`src/rtl/core/ptdq_pkg.sv`:
```
`timescale 1ns / 1ps
// ============================================================================
// ptdq_pkg
// Shared types, sizes and constants of the periodic task dispatch queue.
// ============================================================================
package ptdq_pkg;

    localparam int QUEUE_DEPTH = 512;
    localparam int PTR_W       = $clog2(QUEUE_DEPTH);
    localparam int FILL_W      = 9;
    localparam int TASK_W      = 3;
    localparam int PERIOD_W    = 16;
    localparam int N_TIMERS    = 4;
    localparam int TIMER_W     = $clog2(N_TIMERS);
    localparam int CFG_IDX_W   = 8;

    localparam logic [1:0] CMD_TICK    = 2'd0;
    localparam logic [1:0] CMD_ENQUEUE = 2'd1;
    localparam logic [1:0] CMD_DEQUEUE = 2'd2;

    localparam logic [CFG_IDX_W-1:0] REG_FAST_PERIOD    = 8'd0;
    localparam logic [CFG_IDX_W-1:0] REG_MEDIUM_PERIOD  = 8'd1;
    localparam logic [CFG_IDX_W-1:0] REG_SLOW_PERIOD    = 8'd2;
    localparam logic [CFG_IDX_W-1:0] REG_SLOWEST_PERIOD = 8'd3;

    typedef struct packed {
        logic [1:0]        cmd;
        logic [TASK_W-1:0] task_number;
    } in_word_t;

    typedef struct packed {
        logic [TASK_W-1:0] task_out;
        logic              task_valid;
        logic              queue_empty;
        logic              queue_full;
        logic              overflow_seen;
        logic [FILL_W-1:0] fill_level;
    } out_word_t;

    typedef struct packed {
        logic               latch;
        logic               tick_step;
        logic               push_ext;
        logic               pop;
        logic               out_load;
        logic [TIMER_W-1:0] timer_idx;
    } dp_cmd_t;

    typedef struct packed {
        logic out_free;
    } dp_status_t;

    function automatic logic [TASK_W-1:0] timer_task(input logic [TIMER_W-1:0] idx);
        case (idx)
            2'd0:    timer_task = 3'd2;
            2'd1:    timer_task = 3'd1;
            2'd2:    timer_task = 3'd3;
            default: timer_task = 3'd4;
        endcase
    endfunction

    function automatic logic [PERIOD_W-1:0] period_reset(input logic [TIMER_W-1:0] idx);
        case (idx)
            2'd0:    period_reset = 16'd5;
            2'd1:    period_reset = 16'd50;
            2'd2:    period_reset = 16'd100;
            default: period_reset = 16'd1000;
        endcase
    endfunction

endpackage

```
`src/rtl/core/ptdq_ctrl.sv`:
```
`timescale 1ns / 1ps
// ============================================================================
// ptdq_ctrl
// Sequencer: accepts a word, steps the datapath through the command, then
// hands the result to the output register.
// ============================================================================
module ptdq_ctrl (
    input  logic                 aclk,
    input  logic                 aresetn,
    input  logic                 s_valid,
    output logic                 s_ready,
    input  logic [1:0]           in_cmd,
    input  ptdq_pkg::dp_status_t status,
    output ptdq_pkg::dp_cmd_t    dp_cmd
);

    typedef enum logic [4:0] {
        S_IDLE = 5'b00001,
        S_TICK = 5'b00010,
        S_PUSH = 5'b00100,
        S_READ = 5'b01000,
        S_DONE = 5'b10000
    } state_t;

    state_t                       state_reg, state_next;
    logic [ptdq_pkg::TIMER_W-1:0] idx_reg, idx_next;
    logic                         accept;
    logic                         last_timer;

    assign s_ready    = (state_reg == S_IDLE);
    assign accept     = s_valid && s_ready;
    assign last_timer = (idx_reg == ptdq_pkg::TIMER_W'(ptdq_pkg::N_TIMERS - 1));

    always_comb begin
        state_next = state_reg;
        idx_next   = idx_reg;
        case (state_reg)
            S_IDLE: begin
                idx_next = '0;
                if (accept) begin
                    case (in_cmd)
                        ptdq_pkg::CMD_TICK:    state_next = S_TICK;
                        ptdq_pkg::CMD_ENQUEUE: state_next = S_PUSH;
                        ptdq_pkg::CMD_DEQUEUE: state_next = S_READ;
                        default:               state_next = S_DONE;
                    endcase
                end
            end
            S_TICK: begin
                idx_next = idx_reg + 1'b1;
                if (last_timer) begin
                    state_next = S_DONE;
                end
            end
            S_PUSH:  state_next = S_DONE;
            S_READ:  state_next = S_DONE;
            S_DONE: begin
                if (status.out_free) begin
                    state_next = S_IDLE;
                end
            end
            default: state_next = S_IDLE;
        endcase
    end

    always_comb begin
        dp_cmd           = '0;
        dp_cmd.latch     = accept;
        dp_cmd.tick_step = (state_reg == S_TICK);
        dp_cmd.push_ext  = (state_reg == S_PUSH);
        dp_cmd.pop       = (state_reg == S_READ);
        dp_cmd.out_load  = (state_reg == S_DONE) && status.out_free;
        dp_cmd.timer_idx = idx_reg;
    end

    always_ff @(posedge aclk) begin
        if (!aresetn) begin
            state_reg <= S_IDLE;
            idx_reg   <= '0;
        end else begin
            state_reg <= state_next;
            idx_reg   <= idx_next;
        end
    end

endmodule

```
`src/rtl/core/ptdq_datapath.sv`:
```
`timescale 1ns / 1ps
// ============================================================================
// ptdq_datapath
// Task queue memory, pointers, tick counters, period registers and the
// result register.
// ============================================================================
module ptdq_datapath (
    input  logic                             aclk,
    input  logic                             aresetn,
    input  ptdq_pkg::in_word_t               s_data,
    input  ptdq_pkg::dp_cmd_t                dp_cmd,
    output ptdq_pkg::dp_status_t             status,
    input  logic                             cfg_valid,
    input  logic [ptdq_pkg::CFG_IDX_W-1:0]   cfg_index,
    input  logic [ptdq_pkg::PERIOD_W-1:0]    cfg_data,
    output logic                             m_valid,
    input  logic                             m_ready,
    output ptdq_pkg::out_word_t              m_data
);

    localparam logic [ptdq_pkg::PTR_W-1:0] LAST_SLOT =
        ptdq_pkg::PTR_W'(ptdq_pkg::QUEUE_DEPTH - 1);

    logic [ptdq_pkg::TASK_W-1:0]   task_mem [ptdq_pkg::QUEUE_DEPTH];
    logic [ptdq_pkg::TASK_W-1:0]   rd_data_reg;
    logic [ptdq_pkg::TASK_W-1:0]   task_reg;
    logic [ptdq_pkg::PTR_W-1:0]    rd_ptr_reg, rd_ptr_next;
    logic [ptdq_pkg::PTR_W-1:0]    wr_ptr_reg, wr_ptr_next;
    logic [ptdq_pkg::PTR_W-1:0]    count_reg, count_next;
    logic                          dropped_reg;
    logic                          pop_ok_reg;
    logic [ptdq_pkg::PERIOD_W-1:0] period_reg  [ptdq_pkg::N_TIMERS];
    logic [ptdq_pkg::PERIOD_W-1:0] counter_reg [ptdq_pkg::N_TIMERS];
    logic [ptdq_pkg::PERIOD_W-1:0] cnt_dec;
    logic                          cnt_hit;
    logic                          full, empty;
    logic                          push_req, push_do, pop_do;
    logic [ptdq_pkg::TASK_W-1:0]   push_task;
    logic                          m_valid_reg;
    ptdq_pkg::out_word_t           out_reg;

    assign cnt_dec   = counter_reg[dp_cmd.timer_idx] - 1'b1;
    assign cnt_hit   = (cnt_dec == '0);
    assign full      = (count_reg == LAST_SLOT);
    assign empty     = (count_reg == '0);
    assign push_req  = (dp_cmd.tick_step && cnt_hit) || dp_cmd.push_ext;
    assign push_task = dp_cmd.tick_step ? ptdq_pkg::timer_task(dp_cmd.timer_idx) : task_reg;
    assign push_do   = push_req && !full;
    assign pop_do    = dp_cmd.pop && !empty;

    always_comb begin
        wr_ptr_next = wr_ptr_reg;
        rd_ptr_next = rd_ptr_reg;
        count_next  = count_reg;
        if (push_do) begin
            wr_ptr_next = (wr_ptr_reg == LAST_SLOT) ? '0 : wr_ptr_reg + 1'b1;
            count_next  = count_reg + 1'b1;
        end else if (pop_do) begin
            rd_ptr_next = (rd_ptr_reg == LAST_SLOT) ? '0 : rd_ptr_reg + 1'b1;
            count_next  = count_reg - 1'b1;
        end
    end

    always_ff @(posedge aclk) begin
        if (push_do) begin
            task_mem[wr_ptr_reg] <= push_task;
        end
        if (dp_cmd.pop) begin
            rd_data_reg <= task_mem[rd_ptr_reg];
        end
    end

    always_ff @(posedge aclk) begin
        if (dp_cmd.latch) begin
            task_reg   <= s_data.task_number;
            pop_ok_reg <= 1'b0;
        end else if (dp_cmd.pop) begin
            pop_ok_reg <= !empty;
        end
    end

    always_ff @(posedge aclk) begin
        if (!aresetn) begin
            rd_ptr_reg  <= '0;
            wr_ptr_reg  <= '0;
            count_reg   <= '0;
            dropped_reg <= 1'b0;
            for (int i = 0; i < ptdq_pkg::N_TIMERS; i++) begin
                period_reg[i]  <= ptdq_pkg::period_reset(ptdq_pkg::TIMER_W'(i));
                counter_reg[i] <= ptdq_pkg::period_reset(ptdq_pkg::TIMER_W'(i));
            end
        end else begin
            rd_ptr_reg <= rd_ptr_next;
            wr_ptr_reg <= wr_ptr_next;
            count_reg  <= count_next;
            if (push_req && full) begin
                dropped_reg <= 1'b1;
            end
            if (dp_cmd.tick_step) begin
                counter_reg[dp_cmd.timer_idx] <= cnt_hit ? period_reg[dp_cmd.timer_idx]
                                                         : cnt_dec;
            end
            if (cfg_valid && (cfg_index < ptdq_pkg::CFG_IDX_W'(ptdq_pkg::N_TIMERS))) begin
                period_reg[cfg_index[ptdq_pkg::TIMER_W-1:0]] <= cfg_data;
            end
        end
    end

    // result register
    always_ff @(posedge aclk) begin
        if (!aresetn) begin
            m_valid_reg <= 1'b0;
        end else if (dp_cmd.out_load) begin
            m_valid_reg <= 1'b1;
        end else if (m_ready) begin
            m_valid_reg <= 1'b0;
        end
    end

    always_ff @(posedge aclk) begin
        if (dp_cmd.out_load) begin
            out_reg.task_valid    <= pop_ok_reg;
            out_reg.task_out      <= pop_ok_reg ? rd_data_reg : '0;
            out_reg.queue_empty   <= empty;
            out_reg.queue_full    <= full;
            out_reg.overflow_seen <= dropped_reg;
            out_reg.fill_level    <= ptdq_pkg::FILL_W'(count_reg);
        end
    end

    assign m_valid         = m_valid_reg;
    assign m_data          = out_reg;
    assign status.out_free = !m_valid_reg || m_ready;

    a_count_bound: assert property (@(posedge aclk) disable iff (!aresetn)
        count_reg <= LAST_SLOT)
        else $error("queue fill beyond capacity");

    a_dropped_sticky: assert property (@(posedge aclk) disable iff (!aresetn)
        dropped_reg |=> dropped_reg)
        else $error("overflow flag cleared");

    a_empty_pop: assert property (@(posedge aclk) disable iff (!aresetn)
        (dp_cmd.pop && empty) |=> ($stable(rd_ptr_reg) && !pop_ok_reg))
        else $error("pop from empty queue moved the read pointer");

    a_one_op: assert property (@(posedge aclk) disable iff (!aresetn)
        !(dp_cmd.pop && (dp_cmd.tick_step || dp_cmd.push_ext)))
        else $error("push and pop issued together");

endmodule

```
`src/rtl/core/periodic_task_dispatch_queue_core.sv`:
```
`timescale 1ns / 1ps
// ============================================================================
// periodic_task_dispatch_queue_core
// Task queue fed by four periodic tick counters and external enqueues.
// ============================================================================
// Usage:
//   s_valid/s_ready/s_data carry one command word: tick, enqueue of
//   s_data.task_number, or dequeue of the oldest task. Every word gives
//   exactly one result word on m_valid/m_ready/m_data, holding the dequeued
//   task (if any) and the queue status after the command.
//   cfg_valid/cfg_ready/cfg_index/cfg_data write the four period registers
//   (index 0 fast .. 3 slowest); other indexes are ignored. cfg_ready is
//   always high; write only while no command is in flight.
//   A tick steps the four counters in turn (one counter per cycle, since
//   the queue memory takes one write per cycle); enqueue pushes and
//   dequeue pops before the result goes to the output register. One word
//   is in work at a time: s_ready stays low until its result is loaded.
//   Reset (aresetn low, synchronous) empties the queue, clears the overflow
//   flag and loads periods and counters with 5, 50, 100 and 1000.
//   A stalled receiver holds the result; the next word may be accepted
//   meanwhile, and its result waits until the output register frees up.
// ============================================================================
module periodic_task_dispatch_queue_core (
    input  logic                           aclk,
    input  logic                           aresetn,
    input  logic                           s_valid,
    output logic                           s_ready,
    input  ptdq_pkg::in_word_t             s_data,
    output logic                           m_valid,
    input  logic                           m_ready,
    output ptdq_pkg::out_word_t            m_data,
    input  logic                           cfg_valid,
    output logic                           cfg_ready,
    input  logic [ptdq_pkg::CFG_IDX_W-1:0] cfg_index,
    input  logic [ptdq_pkg::PERIOD_W-1:0]  cfg_data
);

    ptdq_pkg::dp_cmd_t    dp_cmd;
    ptdq_pkg::dp_status_t status;

    assign cfg_ready = 1'b1;

    ptdq_ctrl u_ctrl (
        .aclk    (aclk),
        .aresetn (aresetn),
        .s_valid (s_valid),
        .s_ready (s_ready),
        .in_cmd  (s_data.cmd),
        .status  (status),
        .dp_cmd  (dp_cmd)
    );

    ptdq_datapath u_datapath (
        .aclk      (aclk),
        .aresetn   (aresetn),
        .s_data    (s_data),
        .dp_cmd    (dp_cmd),
        .status    (status),
        .cfg_valid (cfg_valid),
        .cfg_index (cfg_index),
        .cfg_data  (cfg_data),
        .m_valid   (m_valid),
        .m_ready   (m_ready),
        .m_data    (m_data)
    );

endmodule

```
`config.mk`:
```
export PLATFORM = sky130hd
export DESIGN_NAME = periodic_task_dispatch_queue_core
export DESIGN_NICKNAME = d
export VERILOG_FILES = /design/src/rtl/core/ptdq_pkg.sv /design/src/rtl/core/ptdq_ctrl.sv /design/src/rtl/core/ptdq_datapath.sv /design/src/rtl/core/periodic_task_dispatch_queue_core.sv
export SDC_FILE = /design/constraint.sdc
export NUM_CORES = 2
export LEC_CHECK = 0
export BUFFER_PORTS_ARGS = -buffer_cell sky130_fd_sc_hd__buf_4
export CORE_ASPECT_RATIO = 2
export CORE_UTILIZATION = 40
export DETAILED_ROUTE_END_ITERATION = 8
export HOLD_SLACK_MARGIN = 0.08
export PLACE_DENSITY = 0.54
export SLEW_MARGIN = 15
export SYNTH_ARGS = -nofsm -noshare
export SYNTH_HDL_FRONTEND = slang
export SYNTH_HIERARCHICAL = 1
export SYNTH_SLANG_ARGS = --single-unit
```
`constraint.sdc`:
```
create_clock -name aclk -period 25.9 [get_ports aclk]
set_input_delay 5.18 -clock aclk [delete_from_list [all_inputs] [get_ports aclk]]
set_output_delay 5.18 -clock aclk [all_outputs]
set_load 0.05 [all_outputs]
```
# Word level (Yosys, flattened, before mapping)
# Memories as Yosys holds them, arrays and structs flattened. A register that Yosys moved wholly into a read port is not among the register bits.
# Cells that the tools add are included.
# classes
bitwise,1
n_mux,38
n_lt_le_gt_ge,1
n_reduce_logical,24
add_sub_neg,6
eq_ne,16
# op_table
operator,n
$mux 16,7
$mux 9,4
$reduce_or 16->1,2
$add 9x1->9 const B,3
$eq 9x9->1 const B,3
$pmux 5 s4,1
$logic_not 16->1,1
$sub 16x1->16 const B,1
$mux 5,3
$pmux 5 s3,1
$mux 1,13
$mux 2,6
$logic_not 9->1,1
$pmux 3 s3,1
$sub 9x1->9 const B,1
$lt 8x3->1 const B,1
$logic_and 1x1->1,7
$eq 2x2->1 const B,3
$reduce_bool 2->1,3
$eq 5x1->1 const B,1
$eq 5x2->1 const B,1
$eq 5x3->1 const B,1
$eq 5x4->1 const B,1
$eq 5x5->1 const B,1
other kinds (13),19
# totals
reg_bits,56
input_bits,34
word_cells,104
out_inout_bits,19
n_memories,3
ramBits,1664
# memory_table
memory,words,width,rd,rd_clocked_by_memory_dff,write_ports,line_no,source
u_datapath.task_mem,512,3,1,1,1,ptdq_datapath.sv:24,logic [ptdq_pkg::TASK_W-1:0] task_mem [ptdq_pkg::QUEUE_DEPTH];
u_datapath.counter_reg,4,16,1,1,4,ptdq_datapath.sv:33,logic [ptdq_pkg::PERIOD_W-1:0] counter_reg [ptdq_pkg::N_TIMERS];
u_datapath.period_reg,4,16,1,1,4,ptdq_datapath.sv:32,logic [ptdq_pkg::PERIOD_W-1:0] period_reg [ptdq_pkg::N_TIMERS];

# Depth between registers and ports, before layout
# depth
word_depth,7
ltp_mapped,26

# By module
# The synthesis kept the hierarchy.
# by_module_without_submodules
module,cells_each,area_each_um2,instances
ptdq_datapath,3486,69346.5,1
ptdq_ctrl,54,506.7,1
periodic_task_dispatch_queue_core,2,11.3,1

# Worst setup path before layout
# Ideal clock, no wire load.
# synth_path
path_type,reg-to-reg
startpoint,register u_ctrl/idx_reg[0] (netlist bit)
endpoint,memory u_datapath/task_mem[0][1] (netlist bit) (data pin)
slack_ns,7.987
setup_time_ns,2.952
path_stages_with_launch,8
t_required_ns,22.948
arrival_ns,14.962
n_path_buf,3
path_cell_list,dfxtp_1 -> buf_6 -> buf_4 -> buf_1 -> inv_1 -> ha_1 -> nor2_1 -> a21oi_1
# synth_via
elab_chain_len,3
# synth_lines
element,line_no,source
from (decl),ptdq_ctrl.sv:26,"logic [ptdq_pkg::TIMER_W-1:0] idx_reg, idx_next;"
from (signal assigned),ptdq_ctrl.sv:82,idx_reg <= idx_next;
$eq 2x2->1 (tied with other cells),ptdq_pkg.sv:54,case (idx)
$pmux 3 s3 (*),ptdq_pkg.sv:54,
$mux 3 (*),ptdq_datapath.sv:47,assign push_task = dp_cmd.tick_step ? ptdq_pkg::timer_task(dp_cmd.timer_idx) : task_reg;
via u_datapath.push_task (one bit),ptdq_datapath.sv:38,logic [ptdq_pkg::TASK_W-1:0] push_task;
to (decl),ptdq_datapath.sv:24,
# The timed path passes the listed nets; every way through them passes the cells marked *.

# Worst setup path after layout
# layout_path
startpoint,register u_ctrl.state_reg[1]
endpoint,output port s_ready
# layout_via
elab_chain_len,1
# layout_lines
element,line_no,source
from (decl),ptdq_ctrl.sv:25,"state_t state_reg, state_next;"
from (signal assigned),ptdq_ctrl.sv:81,state_reg <= state_next;
$eq 5x1->1,ptdq_ctrl.sv:30,assign s_ready = (state_reg == S_IDLE);
to (decl),periodic_task_dispatch_queue_core.sv:27,"output logic s_ready,"
# Every way passes these cells.

==> summary.md <==
| Metric | Value |
|---|---|
| Pwr Density | 70.65 nW/um2 |
| Post-synthesis mux area share | 17.77% |
| Final Critical Period | 7.065 ns |
| Post-CTS Setup Inserts | 0 |
| CTS Hold Bufs | 0 |
| Via Count | 32960 |
| Simple-gate share of the synthesized area | 5.622% |
| Arr. time, crit path | 1.89 ns |
| Core area | 173200 um2 |
| Layout overhead on the synthesized area | 11.03% |
| Max-Cap Viols | 0 |
| Final WL | 173100 um |
| Pleak | 22.83 nW |
| RSZ-0062 raised after global routing | false |
| Share of layout cells above drive strength 1 | 24.70% |
| H-tree depth | 4 |
| CTS tree | yes |
| Fin Setup TNS | 0 ns |
| Clock latency at the later pin of the worst-skew pair | 0.79 ns |
| Num rows | 216 |
| Adder-cell share of the synthesized area | 0.4047% |
| Placed inst area | 72870 um2 |
| Compound-Gate Fraction of Synth Area | 0.7934% |
| Fraction of registers with async set/reset | 0% |
| Critical Path End | s_ready |
| Worst Hold Depth | 0 |
| YS warnings | 6 |
| Register area share after synthesis | 73.53% |
| Die Wd | 297.5 um |
| First-pass GRT wire length | 250400 um |
| CTS Root Buffer Type | clkbuf_16 |
| Class of the worst hold path | reg2reg |
| Worst-margin pin slew | 1.307 ns |
| Unique cell type count in the Yosys netlist | 74 |
| Initial antenna violation count | 1 |
| Final nets | 3619 |
| Worst r2r path cells | 23 |
| Run status | complete, no violations |
| Vias per cell | 5.531 |
| Cts repair resizes | 0 |
| Hold Fails Final Rpt | 0 |
| CP peak stage delay | 0.54 ns |
| Tcrit/Tclk final | 27.28% |
| Detailed-route DRC error count | 0 |
| DPL Wire Length | 98880 um |
| Post-synth EDFFs | 1686 |
| Crit-path max FO | 10 |
| Die H | 593.0 um |
| Endpoints failing setup | 0 |
| Final ANT Viol Nets | 0 |
| Starting Density | 40.33% |
| Crit path launch | u_ctrl/state_reg[1]$_SDFFE_PN0P_ |
| WS Path Type | reg2out |
| Synth Cell Area | 69860 um2 |
| Syn_nets | 3598 |
| Cells after Synth | 3542 |
| Synth Area in XOR/XNOR | 0.2758% |
| DIE AREA | 176400 um2 |
| Endpoint class of the critical path | output port |
| Worst r2r dst | u_datapath/count_reg[8]$_SDFFE_PN0P_ |
| Clock sinks | 1723 |
| CP max stage cell | dfxtp_1 |
| Area of the multi-input gates | 17610 um2 |
| Worst slew margin | 12.89% |
| Grt ovf | 0 |
| Sequential cell area | 51380 um2 |
| Top-level I/O count | 53 |
| Pre-CTS setup slack | 18.24 ns |
| Seq cells post-synth | 1723 |
| VDD IR max | 0.00005189 V |
| Cts bufs inserted | 152 |
| Drt wl/cell | 29.05 um |
| Fmax | 141.5 MHz |
| # fillers | 14780 |
| Total track usage | 19.67% |
| FF-to-FF setup slack | 19.04 ns |
| Post-synthesis average cell area | 19.72 um2 |
| Worst Min Path Start | u_datapath/dropped_reg$_SDFFE_PN0P_ |
| Slew Viols, Final | 0 |
| Largest net degree at the start of global routing | 235 |
| Vias in the first global route | 36340 |
| 1st-iter DRT viols | 2293 |
| Worst Hold Slack | 0.4879 ns |
| Final Util | 44.78% |
| Crit path cell chain | nor2_1 > nand3_2 > clkinv_1 > buf_4 |
| Largest family of logic cells by synthesized area | multiplexers |
| Skew final | 0.02464 ns |
| RD Place Congestion | 0.7960 |
| Reg2reg start | u_ctrl/idx_reg[1]$_SDFFE_PN0P_ |
| Clk buf depth | 4 |
| Top_reg_cell synth | edfxtp_1 |
| Critical path startpoint category | register |
| Pre-Repair DR Iteration Count | 5 |
| Clock Pin Slew Worst Setup and Hold Paths | 0.07 ns |
| Max reg flops | 1536 |
| CP required | 20.72 ns |
| Port Buf Inserts | 51 |
| Finished Cell Area | 77570 um2 |
| Setup ws final | 18.83 ns |
worst min path at each step:
| stage | to |
|---|---|
| 2_1_floorplan | u_datapath/m_data[9]$_DFFE_PP_ |
| 3_3_place_gp | u_datapath/m_data[9]$_DFFE_PP_ |
| 3_5_place_dp | u_datapath/m_data[9]$_DFFE_PP_ |
| 4_1_cts | u_datapath/m_data[9]$_DFFE_PP_ |
| 5_1_grt | u_datapath/m_data[9]$_DFFE_PP_ |
| 6_report | u_datapath/m_data[9]$_DFFE_PP_ |
cell usage after synthesis (3+ instances only):
cell / n / area share [%]
nor3_1: 12 / 0.086
buf_4: 3 / 0.032
buf_2: 33 / 0.24
xnor2_1: 12 / 0.15
o21ai_0: 16 / 0.11
dfxtp_1: 37 / 1.1
and3b_1: 3 / 0.038
nand2_1: 65 / 0.35
nand4_1: 9 / 0.081
o311a_1: 5 / 0.072
nor4_1: 6 / 0.054
and3_1: 13 / 0.12
ha_1: 21 / 0.38
buf_6: 7 / 0.11
and4b_1: 3 / 0.043
mux4_2: 540 / 17
a41o_1: 5 / 0.072
xor2_1: 10 / 0.13
buf_1: 44 / 0.24
and2_1: 93 / 0.83
mux2_2: 7 / 0.11
nor3b_1: 10 / 0.11
edfxtp_1: 1686 / 72
clkbuf_1: 149 / 0.80
o31ai_1: 7 / 0.075
o21a_1: 3 / 0.032
nor2b_1: 14 / 0.13
a21oi_1: 15 / 0.11
inv_1: 29 / 0.16
or2_2: 7 / 0.063
mux2i_1: 12 / 0.17
or3_1: 7 / 0.063
nand2b_1: 23 / 0.21
nand3_1: 23 / 0.16
nor2_1: 562 / 3.0
report_power, final:
group | internal, mW | switching, mW | total (mW) | leakage (nW)
logic | 0.0224 | 0.112 | 0.135 | 5.01
registers | 3.12 | 0.00552 | 3.12 | 15.5
clock network | 1.23 | 0.993 | 2.22 | 2.29
total | 4.37 | 1.11 | 5.48 | 22.8
per-layer routing:
metal / share of wire [%] / up-vias / GRT usage [%]
li1: - / 14230 / -
met2: 59 / 683 / 39.26
met1: 35 / 17800 / 21.56
met5: 0 / - / 0
met3: 3.1 / 243 / 1.802
met4: 3.0 / 0 / 6.241
final cells by class:
| class | count | share of cell area (%) |
|---|---|---|
| antenna | 1 | 0.003226 |
| multi-input combinational | 1549 | 22.70 |
| sequential | 1723 | 66.24 |
| timing repair buffer | 103 | 1.126 |
| clock buffer | 187 | 5.155 |
| clock inverter | 72 | 0.9081 |
| inverter | 34 | 0.1774 |
| tap | 2289 | 3.692 |
cell usage in the layout (no fill, tap or decap), types with 9 or more instances in the layout:
cell,n
edfxtp_1,1686
nor2_1,562
mux4_2,540
clkbuf_16,155
buf_4,95
and2_1,93
nand2_1,62
clkbuf_1,32
dfxtp_1,31
inv_1,29
clkinv_1,24
clkinv_2,23
nand2b_1,23
ha_1,21
o21ai_0,15
a21oi_1,14
nor2b_1,14
bufinv_16,13
and3_1,13
mux2i_1,12
xnor2_1,12
nand3_4,12
nand3_1,11
xor2_1,10
nor3b_1,10
nor3_1,10
nand4_1,9
worst max-delay path: cells and delay by family (launching register included):
| kind | cells | cell delay, ns |
|---|---|---|
| buffers and inverters | 2 | 0.31 |
| AND/OR/NAND/NOR | 2 | 0.25 |
| flip-flops | 1 | 0.54 |
through the flow:
step | power [mW] | std cells
floorplan | 3.291 | 3542
global placement | 3.320 | 5698
detailed placement | 3.324 | 5698
CTS | 5.541 | 5957
global route | 5.632 | 5958
finish | 5.480 | 5958
cell families after synthesis:
logic type | after synthesis
DFF | 1723
adders and majority gates | 22
AOI/OAI and AO/OA | 75
and+or+nand+nor | 868
buffers and inverters | 270
muxes | 561
other | 1
xor gates and xnor gates | 22
(Power assumes the default switching activity.)
